**src/rtl/vsa_pkg.sv**
```systemverilog
// Shared types and constants for the ascending vector sorter.
// No dependencies; every other file of the block imports this package.
package vsa_pkg;

    localparam int DATA_W = 32;

    // One element of the vector as it arrives.
    typedef struct packed {
        logic signed [DATA_W-1:0] value;
        logic                     last;
    } t_in_item;

    // One sorted element as it leaves.
    typedef struct packed {
        logic signed [DATA_W-1:0] sorted_value;
        logic                     end_of_run;
        logic                     overflowed;
    } t_out_item;

    // Port controls from the sequencer to the element store.
    typedef struct packed {
        logic we;
        logic re;
    } t_mem_ctl;

endpackage

```
**src/rtl/vsa_store.sv**
```systemverilog
// Element store: one write port and one read port with registered read data.
// Depends on vsa_pkg for the data width and the port control struct.
module vsa_store
    import vsa_pkg::*;
#(
    parameter int DEPTH = 64,
    parameter int AW    = 6
) (
    input  logic                     i_clk,
    input  t_mem_ctl                 i_ctl,
    input  logic [AW-1:0]            i_waddr,
    input  logic signed [DATA_W-1:0] i_wdata,
    input  logic [AW-1:0]            i_raddr,
    output logic signed [DATA_W-1:0] o_rdata
);

    logic signed [DATA_W-1:0] r_mem [DEPTH];
    logic signed [DATA_W-1:0] r_rdata;

    // Write port.
    always_ff @(posedge i_clk) begin
        if (i_ctl.we) begin
            r_mem[i_waddr] <= i_wdata;
        end
    end

    // Read port; the data holds until the next read enable.
    always_ff @(posedge i_clk) begin
        if (i_ctl.re) begin
            r_rdata <= r_mem[i_raddr];
        end
    end

    assign o_rdata = r_rdata;

endmodule

```
**src/rtl/vsa_seq.sv**
```systemverilog
// Sequencer: loads elements by insertion into the store with one shared
// signed comparator, then reads the store out in order.
// Depends on vsa_pkg and drives vsa_store through its port controls.
module vsa_seq
    import vsa_pkg::*;
#(
    parameter int CAPACITY = 64,
    parameter int AW       = 6,
    parameter int CW       = 7
) (
    input  logic                     i_clk,
    input  logic                     i_rst_n,
    // Input channel.
    input  logic                     i_in_valid,
    output logic                     o_in_stall,
    input  t_in_item                 i_in_item,
    // Result hand-off to the output register.
    input  logic                     i_out_free,
    output logic                     o_emit,
    output t_out_item                o_emit_item,
    // Store ports.
    output t_mem_ctl                 o_mem_ctl,
    output logic [AW-1:0]            o_waddr,
    output logic signed [DATA_W-1:0] o_wdata,
    output logic [AW-1:0]            o_raddr,
    input  logic signed [DATA_W-1:0] i_rdata
);

    localparam logic [2:0] S_LOAD  = 3'd0;
    localparam logic [2:0] S_RD    = 3'd1;
    localparam logic [2:0] S_CMP   = 3'd2;
    localparam logic [2:0] S_PLACE = 3'd3;
    localparam logic [2:0] S_ERD   = 3'd4;
    localparam logic [2:0] S_EWAIT = 3'd5;

    localparam logic [CW-1:0] FULL = CW'(CAPACITY);

    logic [2:0]               r_state, n_state;
    logic [CW-1:0]            r_count, n_count;
    logic                     r_ovf,   n_ovf;
    logic                     r_last,  n_last;
    logic [AW-1:0]            r_j,     n_j;
    logic [AW-1:0]            r_k,     n_k;
    logic signed [DATA_W-1:0] r_key,   n_key;

    logic accept;
    logic key_less;
    logic at_end;

    assign accept   = i_in_valid && (r_state == S_LOAD);
    assign key_less = r_key < i_rdata;
    assign at_end   = (CW'(r_k) + CW'(1)) == r_count;

    // Next-state logic and store port control.
    always_comb begin
        n_state     = r_state;
        n_count     = r_count;
        n_ovf       = r_ovf;
        n_last      = r_last;
        n_j         = r_j;
        n_k         = r_k;
        n_key       = r_key;
        o_mem_ctl   = '0;
        o_waddr     = r_j;
        o_wdata     = r_key;
        o_raddr     = r_j - AW'(1);
        o_emit      = 1'b0;
        o_emit_item = '0;
        case (r_state)
            S_LOAD: begin
                if (accept) begin
                    n_last = i_in_item.last;
                    n_k    = '0;
                    if (r_count == FULL) begin
                        // Store full: drop the element, still honor the last mark.
                        n_ovf = 1'b1;
                        if (i_in_item.last) begin
                            n_state = S_ERD;
                        end
                    end else if (r_count == '0) begin
                        // First element goes straight to the bottom entry.
                        o_mem_ctl.we = 1'b1;
                        o_waddr      = '0;
                        o_wdata      = i_in_item.value;
                        n_count      = CW'(1);
                        if (i_in_item.last) begin
                            n_state = S_ERD;
                        end
                    end else begin
                        n_key   = i_in_item.value;
                        n_j     = r_count[AW-1:0];
                        n_count = r_count + CW'(1);
                        n_state = S_RD;
                    end
                end
            end
            S_RD: begin
                // Fetch the neighbor below the hole.
                o_mem_ctl.re = 1'b1;
                n_state      = S_CMP;
            end
            S_CMP: begin
                if (key_less) begin
                    // Neighbor moves up into the hole.
                    o_mem_ctl.we = 1'b1;
                    o_wdata      = i_rdata;
                    n_j          = r_j - AW'(1);
                    n_state      = (r_j == AW'(1)) ? S_PLACE : S_RD;
                end else begin
                    o_mem_ctl.we = 1'b1;
                    n_state      = r_last ? S_ERD : S_LOAD;
                end
            end
            S_PLACE: begin
                o_mem_ctl.we = 1'b1;
                n_state      = r_last ? S_ERD : S_LOAD;
            end
            S_ERD: begin
                o_raddr      = r_k;
                o_mem_ctl.re = 1'b1;
                n_state      = S_EWAIT;
            end
            S_EWAIT: begin
                o_raddr = r_k;
                if (i_out_free) begin
                    o_emit                   = 1'b1;
                    o_emit_item.sorted_value = i_rdata;
                    o_emit_item.end_of_run   = at_end;
                    o_emit_item.overflowed   = r_ovf;
                    if (at_end) begin
                        n_count = '0;
                        n_ovf   = 1'b0;
                        n_state = S_LOAD;
                    end else begin
                        n_k     = r_k + AW'(1);
                        n_state = S_ERD;
                    end
                end
            end
            default: begin
                n_state = S_LOAD;
            end
        endcase
    end

    // Control registers.
    always_ff @(posedge i_clk) begin
        if (!i_rst_n) begin
            r_state <= S_LOAD;
            r_count <= '0;
            r_ovf   <= 1'b0;
        end else begin
            r_state <= n_state;
            r_count <= n_count;
            r_ovf   <= n_ovf;
        end
    end

    // Working registers.
    always_ff @(posedge i_clk) begin
        r_last <= n_last;
        r_j    <= n_j;
        r_k    <= n_k;
        r_key  <= n_key;
    end

    assign o_in_stall = (r_state != S_LOAD);

endmodule

```
**src/rtl/vector_sort_ascending_top.sv**
```systemverilog
// Ascending sorter for vectors of signed 32-bit elements. Elements enter one
// per item; each is placed by insertion into a CAPACITY-entry store with a
// single shared signed comparator. The first element of a vector and a dropped
// element are taken in S_LOAD alone. Any other element reads the neighbor below
// its slot in S_RD through the store's registered read port and compares it in
// S_CMP; while the neighbor is larger it moves up and the next one is read, and
// the new element is written in S_CMP or, at the bottom entry, in S_PLACE.
// Input stall is high while an element is being placed and while a vector's
// results are read out. After the element marked last, the held elements leave
// in ascending order, each read in S_ERD and handed on in S_EWAIT once the
// output register is free; the last result carries end_of_run, and every
// result carries overflowed when elements beyond CAPACITY were dropped.
// Results sit in an output register, so the next vector may start loading while the final result waits.
// Depends on vsa_pkg, vsa_store and vsa_seq.
module vector_sort_ascending_top
    import vsa_pkg::*;
#(
    parameter int CAPACITY = 64
) (
    input  logic      i_clk,
    input  logic      i_rst_n,
    input  logic      i_in_valid,
    output logic      o_in_stall,
    input  t_in_item  i_in_item,
    output logic      o_out_valid,
    input  logic      i_out_stall,
    output t_out_item o_out_item
);

    localparam int AW = (CAPACITY > 1) ? $clog2(CAPACITY) : 1;
    localparam int CW = $clog2(CAPACITY + 1);

    t_mem_ctl                 mem_ctl;
    logic [AW-1:0]            waddr;
    logic [AW-1:0]            raddr;
    logic signed [DATA_W-1:0] wdata;
    logic signed [DATA_W-1:0] rdata;
    logic                     emit;
    t_out_item                emit_item;
    logic                     out_free;

    logic                     r_out_valid;
    t_out_item                r_out_item;

    vsa_store #(
        .DEPTH (CAPACITY),
        .AW    (AW)
    ) u_store (
        .i_clk   (i_clk),
        .i_ctl   (mem_ctl),
        .i_waddr (waddr),
        .i_wdata (wdata),
        .i_raddr (raddr),
        .o_rdata (rdata)
    );

    vsa_seq #(
        .CAPACITY (CAPACITY),
        .AW       (AW),
        .CW       (CW)
    ) u_seq (
        .i_clk       (i_clk),
        .i_rst_n     (i_rst_n),
        .i_in_valid  (i_in_valid),
        .o_in_stall  (o_in_stall),
        .i_in_item   (i_in_item),
        .i_out_free  (out_free),
        .o_emit      (emit),
        .o_emit_item (emit_item),
        .o_mem_ctl   (mem_ctl),
        .o_waddr     (waddr),
        .o_wdata     (wdata),
        .o_raddr     (raddr),
        .i_rdata     (rdata)
    );

    // The output register can take a new item when empty or being drained.
    assign out_free = !r_out_valid || !i_out_stall;

    // Output register.
    always_ff @(posedge i_clk) begin
        if (!i_rst_n) begin
            r_out_valid <= 1'b0;
        end else if (emit) begin
            r_out_valid <= 1'b1;
        end else if (!i_out_stall) begin
            r_out_valid <= 1'b0;
        end
    end

    always_ff @(posedge i_clk) begin
        if (emit) begin
            r_out_item <= emit_item;
        end
    end

    assign o_out_valid = r_out_valid;
    assign o_out_item  = r_out_item;

endmodule

```
**config.mk**
```make
export PLATFORM = sky130hd
export DESIGN_NAME = vector_sort_ascending_top
export DESIGN_NICKNAME = d
export VERILOG_FILES = /design/src/rtl/vsa_pkg.sv /design/src/rtl/vsa_store.sv /design/src/rtl/vsa_seq.sv /design/src/rtl/vector_sort_ascending_top.sv
export SDC_FILE = /design/constraint.sdc
export NUM_CORES = 2
export LEC_CHECK = 0
export CAP_MARGIN = 40
export CORE_MARGIN = 2
export CORE_UTILIZATION = 41
export DETAILED_ROUTE_END_ITERATION = 6
export DONT_BUFFER_PORTS = 1
export PLACE_DENSITY_LB_ADDON = 0.1
export REMOVE_ABC_BUFFERS = 1
export SETUP_SLACK_MARGIN = 0.2
export SYNTH_ARGS = -nofsm -noshare
export SYNTH_HDL_FRONTEND = slang
export SYNTH_HIERARCHICAL = 1
export SYNTH_SLANG_ARGS = --single-unit
```
**constraint.sdc**
```tcl
create_clock -name i_clk -period 4.57 [get_ports i_clk]
set_input_delay 0.914 -clock i_clk [delete_from_list [all_inputs] [get_ports i_clk]]
set_output_delay 0.914 -clock i_clk [all_outputs]
set_load 0.05 [all_outputs]
```
==> results.cfg <==
[floorplan]
placeable_core_region_um2 = 204200
floorplan.io_pins = 73
die-area_um2 = 208700
die_x_um = 456.8
floorplan.rows = 166
die-height_um = 456.8
initial_core_util = 0.4118

[route]
dr_total_vias = 42380
final_routed_drc_violation_total = 0
initial_drt_markers = 5005
drt-pass1-iter-count = 6
routed_wirelength_um = 257900
ant_nets = 0
drt-vias-per-instance = 6.006
drt-wirelength-per-cell_um = 36.55

[timing]
clock-skew-final_ns = 0.04354
report.final.hold_viol_count = 0
slew-limit-headroom = 0.3599
post-route-period-util = 0.8973
timing_worst_slew_pin_value_ns = 0.9528
drv_slew = 0
max_clock_freq_ghz = 0.2439
postLayoutSetupSlackWorst_ns = 0.4694
rsz_0062_raised_after_global_routing = no
totalNegativeSetupSlack_ns = 0
finalSetupViolations = 0
finalCriticalPeriod_ns = 4.101

[power]
power.switching_fraction = 0.3368
net-switching-power_mw = 22.85
powerDensity_nw_per_um2 = 693.3
vdd.ir_drop.worst_v = 0.0004552
clock_power_share = 0.256
leakagePower_nw = 30.86
p_int_mw = 44.99
power.sequential.fraction = 0.383
combinationalPowerShare = 0.361

[logic_synthesis]
ys_types = 57
synth_xor_area_frac = 0.002515
post_synth_design_cell_area_um2 = 84070
synthesis_stage_register_bit_count = 2171
synth_compound_gate_area_share = 0.02429
synthesis.instances = 3828
largest_family_of_logic_cells_by_synthesized_area = multiplexers
dominantRegCellSynth = sky130_fd_sc_hd__edfxtp_1
synth_warn = 6
post_synth_fa_ha_maj_area_fraction = 0.005358
synth-seq-area-share = 0.7740
number_of_flops_mapped_to_enable_cells_by_yosys = 2159
async_flop_share = 0
area_fraction_in_and_or_nand_and_nor_cells_after_synthesis = 0.02267
synth.avg_cell_area_um2 = 21.96
muxShareOfSynthArea = 0.1573

[final_layout]
final_nets = 4237
final_cell_area_um2 = 97850
post_layout_nonfiller_instances = 7055
layout.cells.most_common = sky130_fd_sc_hd__edfxtp_1
fillers = 16590
layout_common_cells = sky130_fd_sc_hd__edfxtp_1 (2159), sky130_fd_sc_hd__mux4_2 (544), sky130_fd_sc_hd__clkbuf_16 (225), sky130_fd_sc_hd__buf_4 (201), sky130_fd_sc_hd__buf_12 (116)
flow.area_growth_from_synthesis_pct = 16.39
ratio_of_cells_with_drive_above_1_in_the_final_layout = 0.2951

[place]
dp_slack_ns = 0.6423
numPlacedInstances = 6629
routabilityCongestion = 0.8347
detailed_place_hpwl_um = 141800
post_dp_cell_area_um2 = 90960
port_buffers = 0

[clock_tree]
worstSkewPairLatency_ns = 0.89
cts_buffers = 220
hold_buffers = 0
htreeDepth = 4
ctsLongestPathBuffers = 3
clockRootBuffer = sky130_fd_sc_hd__clkbuf_16
post_cts_resize_count = 0
tritoncts = built
cts.clk_slew.worst_paths_ns = 0.07
cts_setup_buffers = 0
clock-sinks = 2171

[worst_setup_path]
r2r.worst_path.cells = 10
slowest_stage = sky130_fd_sc_hd__a221o_2
worst_ep_required_time_ns = 5.24
kind_of_end_point_of_the_critical_path = flip-flop
critical-path-max-stage-delay_ns = 0.58
worstPathCellList = inv_1 > ha_1 > nand4_1 > nor4_2 > inv_1 > o2111a_2 > a211oi_2 > and2_2 > a221o_2 > buf_12
worstPathMaxFanout = 43
worstPathBufferInverterCount = 3
path_common_cell = sky130_fd_sc_hd__inv_1
crit_path_category = reg -> reg
regToRegSetupSlack_ns = 0.47
setup.worst_path.start_class = flip-flop
worst_r2r_startpoint = u_store/o_rdata[25]$_DFFE_PP_
rr_endpoint = u_store/r_mem[28][16]$_DFFE_PP_
critPathArrivalTime_ns = 4.77
timing.critical_path.max_delay_family = simple AND/OR/NAND/NOR gates
worst_setup_path_startpoint = u_store/o_rdata[25]$_DFFE_PP_

[global_routing]
grt_antenna_before_repair = 25
grt-ovfl-total = 0
grt_pass1_wl_um = 353100
grt_usage = 0.2459
grt_pass1_vias = 41650
grt_start_max_net_pins = 67

[run_status]
outcome = completed

[min_path]
hold_path.class = in -> reg
hold_path.startpoint = i_in_item[6]
hold_depth = 0
timing.hold.worst_endpoint = u_seq/r_key[5]$_DFFE_PP_

[run]
drv_cap = 0
worst register-to-register path, delay by kind of cell (launching register included):
kind | cells | cell delay, ns
DFF | 1 | 0.54
AOI/OAI and AO/OA | 3 | 1.22
adders and majority gates | 1 | 0.32
buffers and inverters | 3 | 0.54
and+or+nand+nor | 3 | 1.27
per-stage QoR:
stage                     total power [mW]    util  hold WS [ns]
after CTS                            68.35  0.4791       0.06755
after floorplan                      35.32       -        0.4504
final                                67.84  0.4793        0.1160
after global routing                 70.20  0.4791       0.09341
after global placement               50.86  0.4451        0.4846
after detailed placement             51.06  0.4455        0.5000
cell usage after synthesis, drive strengths merged, types with 7 or more instances:
cell type / number / area share
nand2: 60 / 0.0027
nor2b: 20 / 0.0015
a21oi: 96 / 0.0057
o21ai: 13 / 0.00077
ha: 36 / 0.0054
xnor2: 12 / 0.0013
dfxtp: 12 / 0.0029
a311oi: 8 / 0.00083
nor2: 178 / 0.0079
mux4: 544 / 0.15
edfxtp: 2159 / 0.77
mux2i: 95 / 0.011
nor3: 47 / 0.0028
o221ai: 27 / 0.0028
and2: 39 / 0.0029
xor2: 7 / 0.00073
clkbuf: 92 / 0.0041
o22ai: 88 / 0.0065
inv: 44 / 0.0020
nand3: 19 / 0.0011
buf: 115 / 0.0078
a221o: 30 / 0.0036
a22oi: 12 / 0.0011
nand2b: 8 / 0.00060
nand4: 9 / 0.00074
power groups by stage:
stage          Combinational (mW)  Sequential, mW  Clock, mW
2_1_floorplan                9.00            26.3          0
3_3_place_gp                 24.5            26.4          0
3_5_place_dp                 24.7            26.4          0
4_1_cts                      24.7            26.0       17.6
5_1_grt                      25.8            26.0       18.4
6_report                     24.5            26.0       17.3
registers in the layout, summed over array words and instances (netlist names):
name,cells
u_store/r_mem,2048
o_out_item,34
u_seq/r_key,32
u_store/o_rdata,32
u_seq/r_count,7
u_seq/r_j,6
u_seq/r_k,6
u_seq/r_state,3
o_out_valid,1
u_seq/r_last,1
u_seq/r_ovf,1
worst max path at each step:
stage                     depth (start not counted)  slack, ns                              end
after floorplan                                   9     -47.24    u_store/o_rdata[29]$_DFFE_PP_
after global placement                           11       0.52     u_store/o_rdata[6]$_DFFE_PP_
after detailed placement                         11       0.64  u_store/r_mem[23][16]$_DFFE_PP_
after CTS                                        11       0.63  u_store/r_mem[26][16]$_DFFE_PP_
after global routing                             11       0.44   u_store/r_mem[2][17]$_DFFE_PP_
final                                            10       0.47  u_store/r_mem[28][16]$_DFFE_PP_
layout make-up:
| type | instances | area, µm² | area share |
|---|---|---|---|
| Inverter | 44 | 165.2 | 0.001688 |
| Clock buffer | 283 | 5848 | 0.05976 |
| Antenna cell | 13 | 32.53 | 0.0003324 |
| Multi-Input combinational cell | 1406 | 18480 | 0.1889 |
| Clock inverter | 129 | 1010 | 0.01032 |
| Tap cell | 2688 | 3363 | 0.03437 |
| Timing Repair Buffer | 321 | 3880 | 0.03965 |
| Sequential cell | 2171 | 65070 | 0.6650 |
per-layer routing:
metal  up-vias  global-route usage  part of all wire
met5         -                   0           0.00024
met4         8             0.05541             0.022
met3       326             0.03900             0.066
met2      1738              0.3866              0.47
met1     23440              0.3633              0.44
li1      16870                   -                 -
logic make-up (layout without fill, tap and decap cells):
kind of cell	after synthesis	after routing
AO/OA/AOI/OAI	301	301
XOR/XNOR	21	21
adder cells (fa/ha/maj)	36	36
buffers and inverters	251	777
flip-flops	2171	2171
multiplexers	641	641
other	0	13
AND/OR/NAND/NOR	407	407
No activity file was read; power rests on OpenSTA's default activity.
